`src/rtl/sha1_message_hasher_core_macros.svh`:
```
// assertion helpers for the sha-1 hasher
`ifndef SHA1_MESSAGE_HASHER_CORE_MACROS_SVH
`define SHA1_MESSAGE_HASHER_CORE_MACROS_SVH

`ifndef SYNTHESIS

// property holds on every clock edge outside reset
`define SHA1MH_ASSERT(label, clock, reset, prop, msg) \
  label: assert property (@(posedge clock) disable iff (reset) (prop)) else $error(msg);

// antecedent on one edge implies consequent on the next
`define SHA1MH_ASSERT_NEXT(label, clock, reset, ante, cons, msg) \
  label: assert property (@(posedge clock) disable iff (reset) (ante) |=> (cons)) \
    else $error(msg);

`else

`define SHA1MH_ASSERT(label, clock, reset, prop, msg)
`define SHA1MH_ASSERT_NEXT(label, clock, reset, ante, cons, msg)

`endif

`endif

```
`src/rtl/sha1mh_pkg.sv`:
```
`timescale 1ns / 1ps

package sha1mh_pkg;

  typedef logic [31:0] word_t;
  typedef logic [0:4][31:0] hash_t;
  typedef logic [0:15][31:0] sched_t;
  typedef logic [6:0] round_t;
  typedef logic [5:0] byte_cnt_t;
  typedef logic [2:0] word_idx_t;

  typedef enum logic [2:0] {
    ST_IDLE,
    ST_ROUND,
    ST_ADD,
    ST_PAD_MARK,
    ST_PAD_ZERO,
    ST_PAD_LEN,
    ST_OUT
  } state_t;

  localparam hash_t INIT_CHAIN = {
    32'h67452301, 32'hEFCDAB89, 32'h98BADCFE, 32'h10325476, 32'hC3D2E1F0
  };

  localparam word_t K0 = 32'h5A827999;
  localparam word_t K1 = 32'h6ED9EBA1;
  localparam word_t K2 = 32'h8F1BBCDC;
  localparam word_t K3 = 32'hCA62C1D6;

  localparam round_t PHASE1_START = 7'd20;
  localparam round_t PHASE2_START = 7'd40;
  localparam round_t PHASE3_START = 7'd60;
  localparam round_t LAST_ROUND   = 7'd79;

  localparam logic [7:0] PAD_BYTE   = 8'h80;
  localparam byte_cnt_t  LEN_OFFSET = 6'd56;
  localparam byte_cnt_t  BLOCK_LAST = 6'd63;
  localparam word_idx_t  LAST_INDEX = 3'd4;

endpackage

```
`src/rtl/sha1_message_hasher_core.sv`:
```
// channel | handshake            | payload
// input   | in_valid / in_ready  | data_byte, byte_valid, last_byte
// output  | out_valid / out_ready| digest_word, word_index, last_word
//
// a byte that neither fills a block nor is last leaves the core idle; the
// 64th byte runs 80 rounds in the single round unit, then a chaining add;
// end of message: pad and length bytes (9 to 72) go in one by one, each
// padded block (one or two) is hashed, then five digest words go out;
// in_ready is low from a full block to its add, from a last request until
// the fifth word is taken; rst (sync) restores the initial chaining value
`timescale 1ns / 1ps

module sha1_message_hasher_core (
  input  logic                clk,
  input  logic                rst,
  input  logic                in_valid,
  output logic                in_ready,
  input  logic [7:0]          data_byte,
  input  logic                byte_valid,
  input  logic                last_byte,
  output logic                out_valid,
  input  logic                out_ready,
  output sha1mh_pkg::word_t   digest_word,
  output sha1mh_pkg::word_idx_t word_index,
  output logic                last_word
);
  import sha1mh_pkg::*;

  `include "sha1_message_hasher_core_macros.svh"

  state_t    state, state_next;
  state_t    resume, resume_next;
  round_t    round_cnt, round_cnt_next;
  byte_cnt_t byte_cnt, byte_cnt_next;
  logic [63:0] bit_cnt, bit_cnt_next;
  hash_t     chain, chain_next;
  hash_t     work, work_next;
  hash_t     round_out;
  sched_t    sched, sched_next;
  word_idx_t word_idx, word_idx_next;

  logic [511:0] sched_flat;
  word_t        w_mix;
  word_t        w_new;

  assign sched_flat = sched;
  assign w_mix      = sched[13] ^ sched[8] ^ sched[2] ^ sched[0];
  assign w_new      = {w_mix[30:0], w_mix[31]};

  sha1mh_round u_round (
    .cur (work),
    .w   (sched[0]),
    .rnd (round_cnt),
    .nxt (round_out)
  );

  assign in_ready    = (state == ST_IDLE);
  assign out_valid   = (state == ST_OUT);
  assign digest_word = chain[word_idx];
  assign word_index  = word_idx;
  assign last_word   = (word_idx == LAST_INDEX);

  always_comb begin
    state_next     = state;
    resume_next    = resume;
    round_cnt_next = round_cnt;
    byte_cnt_next  = byte_cnt;
    bit_cnt_next   = bit_cnt;
    chain_next     = chain;
    work_next      = work;
    sched_next     = sched;
    word_idx_next  = word_idx;

    case (state)
      ST_IDLE: begin
        if (in_valid) begin
          if (byte_valid) begin
            sched_next    = {sched_flat[503:0], data_byte};
            byte_cnt_next = byte_cnt + 6'd1;
            bit_cnt_next  = bit_cnt + 64'd8;
            if (byte_cnt == BLOCK_LAST) begin
              work_next      = chain;
              round_cnt_next = '0;
              state_next     = ST_ROUND;
              resume_next    = last_byte ? ST_PAD_MARK : ST_IDLE;
            end else if (last_byte) begin
              state_next = ST_PAD_MARK;
            end
          end else if (last_byte) begin
            state_next = ST_PAD_MARK;
          end
        end
      end

      ST_ROUND: begin
        work_next  = round_out;
        sched_next = {sched[1:15], w_new};
        if (round_cnt == LAST_ROUND) begin
          round_cnt_next = '0;
          state_next     = ST_ADD;
        end else begin
          round_cnt_next = round_cnt + 7'd1;
        end
      end

      ST_ADD: begin
        for (int i = 0; i < 5; i++) begin
          chain_next[i] = chain[i] + work[i];
        end
        word_idx_next = '0;
        state_next    = resume;
      end

      ST_PAD_MARK: begin
        sched_next    = {sched_flat[503:0], PAD_BYTE};
        byte_cnt_next = byte_cnt + 6'd1;
        if (byte_cnt == BLOCK_LAST) begin
          work_next      = chain;
          round_cnt_next = '0;
          state_next     = ST_ROUND;
          resume_next    = ST_PAD_ZERO;
        end else begin
          state_next = ST_PAD_ZERO;
        end
      end

      ST_PAD_ZERO: begin
        if (byte_cnt == LEN_OFFSET) begin
          state_next = ST_PAD_LEN;
        end else begin
          sched_next    = {sched_flat[503:0], 8'h00};
          byte_cnt_next = byte_cnt + 6'd1;
          if (byte_cnt == BLOCK_LAST) begin
            work_next      = chain;
            round_cnt_next = '0;
            state_next     = ST_ROUND;
            resume_next    = ST_PAD_ZERO;
          end
        end
      end

      ST_PAD_LEN: begin
        sched_next    = {sched_flat[503:0], bit_cnt[63:56]};
        bit_cnt_next  = {bit_cnt[55:0], 8'h00};
        byte_cnt_next = byte_cnt + 6'd1;
        if (byte_cnt == BLOCK_LAST) begin
          work_next      = chain;
          round_cnt_next = '0;
          state_next     = ST_ROUND;
          resume_next    = ST_OUT;
        end
      end

      ST_OUT: begin
        if (out_ready) begin
          if (word_idx == LAST_INDEX) begin
            chain_next    = INIT_CHAIN;
            bit_cnt_next  = '0;
            word_idx_next = '0;
            state_next    = ST_IDLE;
          end else begin
            word_idx_next = word_idx + 3'd1;
          end
        end
      end

      default: begin
        state_next = ST_IDLE;
      end
    endcase
  end

  always_ff @(posedge clk) begin
    if (rst) begin
      state     <= ST_IDLE;
      resume    <= ST_IDLE;
      round_cnt <= '0;
      byte_cnt  <= '0;
      bit_cnt   <= '0;
      chain     <= INIT_CHAIN;
      work      <= '0;
      word_idx  <= '0;
    end else begin
      state     <= state_next;
      resume    <= resume_next;
      round_cnt <= round_cnt_next;
      byte_cnt  <= byte_cnt_next;
      bit_cnt   <= bit_cnt_next;
      chain     <= chain_next;
      work      <= work_next;
      word_idx  <= word_idx_next;
    end
  end

  always_ff @(posedge clk) begin
    sched <= sched_next;
  end

  `SHA1MH_ASSERT(a_ready_excl, clk, rst, !(in_ready && out_valid), "ready while digest pending")
  `SHA1MH_ASSERT(a_round_range, clk, rst, round_cnt <= LAST_ROUND, "round counter out of range")
  `SHA1MH_ASSERT(a_idle_round, clk, rst, !in_ready || round_cnt == 7'd0, "idle with rounds open")
  `SHA1MH_ASSERT_NEXT(a_word_step, clk, rst, out_valid && out_ready && !last_word,
    out_valid && word_index == $past(word_index) + 3'd1, "digest word skipped")
  `SHA1MH_ASSERT_NEXT(a_done_idle, clk, rst, out_valid && out_ready && last_word,
    in_ready && bit_cnt == 64'd0, "no return to idle after digest")

endmodule

```
`src/rtl/sha1mh_round.sv`:
```
`timescale 1ns / 1ps

module sha1mh_round (
  input  sha1mh_pkg::hash_t  cur,
  input  sha1mh_pkg::word_t  w,
  input  sha1mh_pkg::round_t rnd,
  output sha1mh_pkg::hash_t  nxt
);
  import sha1mh_pkg::*;

  word_t f;
  word_t k;
  word_t b;
  word_t c;
  word_t d;

  assign b = cur[1];
  assign c = cur[2];
  assign d = cur[3];

  always_comb begin
    if (rnd < PHASE1_START) begin
      f = (b & c) | (~b & d);
      k = K0;
    end else if (rnd < PHASE2_START) begin
      f = b ^ c ^ d;
      k = K1;
    end else if (rnd < PHASE3_START) begin
      f = (b & c) | (b & d) | (c & d);
      k = K2;
    end else begin
      f = b ^ c ^ d;
      k = K3;
    end
  end

  always_comb begin
    nxt[0] = {cur[0][26:0], cur[0][31:27]} + f + cur[4] + k + w;
    nxt[1] = cur[0];
    nxt[2] = {cur[1][1:0], cur[1][31:2]};
    nxt[3] = cur[2];
    nxt[4] = cur[3];
  end

endmodule

```
`config.mk`:
```
export PLATFORM = sky130hd
export DESIGN_NAME = sha1_message_hasher_core
export DESIGN_NICKNAME = d
export VERILOG_FILES = /design/src/rtl/sha1mh_pkg.sv /design/src/rtl/sha1_message_hasher_core.sv /design/src/rtl/sha1mh_round.sv
export VERILOG_INCLUDE_DIRS = /design/src /design/src/rtl
export SDC_FILE = /design/constraint.sdc
export NUM_CORES = 2
export LEC_CHECK = 0
export BUFFER_PORTS_ARGS = -buffer_cell sky130_fd_sc_hd__buf_2
export CORE_ASPECT_RATIO = 0.9
export CORE_MARGIN = 8
export CORE_UTILIZATION = 50
export DETAILED_ROUTE_END_ITERATION = 6
export PLACE_DENSITY_LB_ADDON = 0.08
export SLEW_MARGIN = 20
export SYNTH_ARGS = -nofsm -noshare
export SYNTH_HDL_FRONTEND = slang
export SYNTH_SLANG_ARGS = --single-unit
```
`constraint.sdc`:
```
create_clock -name clk -period 73.9 [get_ports clk]
set_input_delay 7.39 -clock clk [delete_from_list [all_inputs] [get_ports clk]]
set_output_delay 7.39 -clock clk [all_outputs]
set_load 0.01 [all_outputs]
```
== Yosys cells after proc, flatten, opt, wreduce, memory -nomap -nowiden ==
Cells that the tools add are included.

* Register bits after elaboration: 918
* Latch bits: 0
* RAM bits: 0
* ROM bits: 0
* Bits of input ports: 14
* Output and inout port bits: 38
* Logic and storage cells: 155
* Memories: 0

* $add $sub $neg: 13
* Multiply operators: 0
* Div/mod/pow operators: 0
* $lt $le $gt $ge: 4
* Equal/unequal tests: 18
* Shifts and indexed selects: 0
* Mux-type cells: 58
* Bitwise operators: 14
* Reduce and logical (&&, ||, !) cells: 16

{| class="wikitable"
|+ Operators by type and width
! kind !! number
|-
| $pmux 512 s5 || 1
|-
| $mux 512 || 3
|-
| $mux 160 || 6
|-
| $pmux 160 s4 || 1
|-
| $pmux 160 s2 || 1
|-
| $add 32x32->32 || 9
|-
| $mux 64 || 4
|-
| $mux 32 || 7
|-
| $pmux 64 s3 || 1
|-
| $xor 32x32->32 || 5
|-
| $and 32x32->32 || 4
|-
| $bmux 32 s3 || 1
|-
| $or 32x32->32 || 3
|-
| $add 64x4->64 const B || 1
|-
| $mux 3 || 18
|-
| $mux 7 || 5
|-
| $not 32->32 || 1
|-
| $mux 31 || 1
|-
| $pmux 7 s4 || 1
|-
| $pmux 3 s7 || 1
|-
| $mux 6 || 3
|-
| $pmux 6 s3 || 1
|-
| $reduce_and 4->1 || 4
|-
| $lt 7x6->1 const B || 2
|-
| 26 further kinds || 39
|}

== Depth between registers and ports, before layout ==
* Depth in word-level cells: 11
* Gate-level depth with buffers: 23
* Mapped depth without buffers: 21

== Cells and area by module ==
A second synthesis with hierarchy kept.

* Cells, all modules: 6322
* Area total of the unflattened synthesis: 54486.0 um^2

{| class="wikitable"
|+ Modules (own cells, without submodules)
! module !! times used !! cells each !! area an instance (um^2) !! seq. area each (um^2)
|-
| sha1_message_hasher_core || 1 || 5550 || 47948.5 || 23442.5
|-
| sha1mh_round || 1 || 772 || 6537.5 || 0.0
|}

== Worst setup path before layout ==
OpenSTA, ideal clock, no wires.

* Kind: input-to-reg
* Start point: in in_valid
* End point: reg work[157] (netlist name)
* Library setup time: 0.070 ns
* Arrival time: 51.833 ns
* Required time: 73.830 ns
* Slack: 21.996 ns
* Stages on the path: 7
* Path buffers: 0
* Path through: nand3_1 > o21a_1 > o21ai_0 > o21ai_0 > nor2_1 > a22oi_1 > a21oi_1

* Longest elaborated chain between the ends: 2

{| class="wikitable"
|+ RTL lines
! element !! line !! source
|-
| start, declared || sha1_message_hasher_core.sv:16 || <nowiki>input logic in_valid,</nowiki>
|-
| $ne 2x2->1 (no source line) || -- ||
|-
| $reduce_and 4->1 (no source line) || -- ||
|-
| end signal, assigned || sha1_message_hasher_core.sv:190 || <nowiki>work <= work_next;</nowiki>
|-
| end, declared || sha1_message_hasher_core.sv:37 || <nowiki>hash_t work, work_next;</nowiki>
|}

Every way passes these cells.
A chain may end at the register's enable or synchronous reset.

== Worst setup path after layout ==
* Start point: in in_valid
* End point: reg sched[138] (netlist name) (enable)

* Longest elaborated chain between the ends: 2

{| class="wikitable"
|+ RTL lines
! element !! line !! source
|-
| $ne 2x2->1 (no source line) || -- ||
|-
| $reduce_and 4->1 (no source line) || -- ||
|-
| end signal, assigned || sha1_message_hasher_core.sv:196 || <nowiki>sched <= sched_next;</nowiki>
|-
| end, declared || sha1_message_hasher_core.sv:39 || <nowiki>sched_t sched, sched_next;</nowiki>
|}

Every way passes these cells.

==> impl_results.md <==
- Tmin final: between 10000 and 15000 ps
- Combinational Power Share: 0.225
- Sequential share of power: 0.446
- Register area share after synthesis: 0.443
- Post-DP HPWL: between 90000 and 100000 um
- Most frequent cell after synthesis: nand2_1
- Max_slew headroom: 0.251
- Reg2reg start: round_cnt[2]
- Worst-path clk slew: about 60 ps
- Synth top area cells: edfxtp_1 29%, dfxtp_1 15%, nand2_1 14%
- Setup violations, final: 0
- Critical path's largest stage delay: 890 ps
- Psw: around 0.00048 W
- Clk_skew: approximately 26 ps
- Post-CTS setup buffer count: 0
- Critical-path top delay cell: buf_4
- Final Net Count: approximately 6400
- Final hold vios: 0
- Worst path required time: 74210 ps
- Site Rows: between 100 and 150
- Crit. path cell count: 7
- Synth async-reset ratio: 0
- Internal power: approximately 0.0010 W
- Post-synth top cells: 1992 x nand2_1, 512 x edfxtp_1, 460 x nor2_1, 403 x dfxtp_1, 313 x inv_1
- PwrDens: ~26 mW/mm^2
- Yosys top cell area share: 0.291
- Post-synthesis cell type count: 96
- CTS tree: done
- First-pass GRT wire length: between 200000 and 250000 um
- Post-Synthesis Cells: between 6000 and 7000
- Total track usage: 0.243
- Leak: 23.5 nW
- Setup_tns: 0 ps
- Clock Power Share: 0.330
- Post_cts resized: 0
- Pins Over Slew Limit: 0
- DR WL/cell: 19.6 um
- FMAX: between 0.09 and 0.1 GHz
- Crit path max-delay family: buffers and inverters
- CP endpoint kind: register
- CTS max path bufs: 3
- R2R depth: 22
- I/O Buffers: 51
- Syn avg cell area: 8.61 um^2
- N_diodes: 0
- Detailed-route DRC error count: 0
- Highest metal used: met4
- Top cell type by total area after synthesis: edfxtp_1
- Final worst setup slack: 63480 ps
- CTS buffer count: 100
- Vias: approximately 43000
- WP buf/inv: 4
- Most numerous cell on the critical path: buf_4
- CP startpoint: in_valid
- Vias in the first global route: roughly 40000
- Worst-Margin Slew: roughly 1100 ps
- Core Area: around 0.11 mm^2
- Switch share: 0.318
- Status: finished clean
- First DRT Iteration DRCs: just over 4000
- Peak VDD IR: 0.0249 mV
- Crit Path Max Fanout: 159
- Hold_sp: resume[0]
- Clk Latency, worst-skew pair: roughly 700 ps
- Detailed Routing Iterations Pass 1: 5
- Pin count of the biggest net entering global routing: ~230
- Arr. time, crit path: 10720 ps
- Crit-path cells: buf_2 -> nand3_1 -> o21a_1 -> o21ai_4 -> buf_12 -> buf_4 -> buf_4
- CP Class: in2reg
- GRT overflow: 0
- Dpl ws: between 60000 and 70000 ps
- Hold path cells: 2
- HP Class: reg2reg
- #FFs+latches synth: approximately 920
- Layout cell share with drive strength beyond 1: 0.0531
- Num Clock Sinks: 915
- GPL Wtd Cong: 0.909
- Final Cycle Share: 0.141
- IO Count: 52
- Starting Density: 0.503
- Clk Tree Root Cell: clkbuf_16
- P&R area growth vs syn: 8.54%
- Syn_nets: 6484
- Max-cap violations: 0
- Die area: 0.117 mm^2
- Startpoint Class: input pin
- Fill cell count: slightly below 10000
- Main synth FF type: edfxtp_1
- Synthesis Warnings: 0
- H-tree lvl count: 3
- DIE WIDTH: ~360 um
- Number of synthesized flops with an enable pin: 512
- RSZ-0062 raised after global routing: false
- Vias per inst: 5.71
- Post-route ant nets: 0
- Post-Route M1 WL: approximately 70000 um
- Met3 wire length: 8450 um
- Synth Cell Area: between 0.05 and 0.06 mm^2
- Post-CTS Hold Fix Bufs: 0
- Die Ht: between 300 and 400 um
- Initial antenna violation count: 0
- Routed WL: 147000 um
- Met2 wire len: approximately 64000 um
==> metrics by stage <==
| step | std cells | total power (W) | hold WS (ps) | utilization | area [um^2] |
|---|---|---|---|---|---|
| 2_1_floorplan | 6146 | 0.000977 | 434 | - | 52900 |
| 6_report | 7496 | 0.00150 | 462 | 0.546 | 57400 |
| 5_1_grt | 7496 | 0.00158 | 485 | 0.546 | 57400 |
| 4_1_cts | 7496 | 0.00151 | 462 | 0.546 | 57400 |
| 3_3_place_gp | 7308 | 0.00100 | 448 | 0.516 | 54200 |
| 3_5_place_dp | 7308 | 0.00101 | 454 | 0.516 | 54200 |
==> per-layer routing <==
layer	vias up	track usage
met1	20700	0.370
met4	0	0.0533
met5	-	0
met2	1134	0.364
met3	185	0.0368
li1	20800	-
==> power groups by stage <==
| stage | clock network, W | registers (W) | logic, W |
|---|---|---|---|
| after floorplan | 0 | 0.000723 | 0.000254 |
| after global placement | 0 | 0.000677 | 0.000327 |
| after detailed placement | 0 | 0.000677 | 0.000333 |
| after CTS | 0.000505 | 0.000667 | 0.000335 |
| after global routing | 0.000523 | 0.000675 | 0.000379 |
| final | 0.000493 | 0.000667 | 0.000336 |
==> registers in the layout, indices dropped and copies added (netlist names) <==
register,count
round_cnt,7
state,3
work,160
sched,512
bit_cnt,61
resume,3
chain,160
word_index,3
byte_cnt,6
==> layout by cell type (no fill, tap or decap), types with 69 or more instances in the layout <==
cell type     n
dfxtp_1     401
edfxtp_1    512
clkbuf_16   102
nand2_1    1992
a311oi_1    138
xnor2_1     188
o21ai_0     298
inv_1       313
a21oi_1     305
xor2_1       93
a21o_1       69
nor2_1      458
ha_1        207
fa_1        117
==> final cells by class <==
| cell class | instances | area (um^2) | share of cell area |
|---|---|---|---|
| Multi-Input combinational cell | 4598 | 27200 | 0.473 |
| Sequential cell | 915 | 23400 | 0.408 |
| Clock buffer | 142 | 2790 | 0.0485 |
| Tap cell | 1380 | 1730 | 0.0301 |
| Inverter | 315 | 1180 | 0.0206 |
| Timing Repair Buffer | 100 | 694 | 0.0121 |
| Clock inverter | 46 | 413 | 0.00719 |
==> logic make-up after synthesis <==
| group | Yosys count | synth area share |
|---|---|---|
| mux | 67 | 0.0201 |
| buf+inv | 633 | 0.0452 |
| simple gates | 2782 | 0.212 |
| xor+xnor | 281 | 0.0465 |
| flops | 915 | 0.443 |
| compound gates | 1144 | 0.140 |
| fa+ha+maj | 324 | 0.0932 |
==> worst register-to-register path: stages, from the launching register on <==
cell and delay, ps:
dfxtp_1 390, and3_1 200, or3_1 340, buf_4 260, nand2_1 100, buf_4 320
inv_1 240, buf_4 280, a221oi_1 670, fa_1 580, inv_1 80, ha_1 220
a21o_1 180, a21oi_1 250, o21bai_1 130, a21o_1 220, a21oi_1 370, o21ai_0 410
a31oi_1 380, o21ai_0 310, a311oi_1 420, xor2_1 110, a211oi_1 250
==> final timing paths <==
| path | to | slack (ps) |
|---|---|---|
| max | sched[138] | 63480 |
| min | resume[0] | 460 |
| max reg2reg | work[158] | 67080 |
| min reg2reg | resume[0] | 460 |
Note: power is estimated with default switching activity, not from simulation.
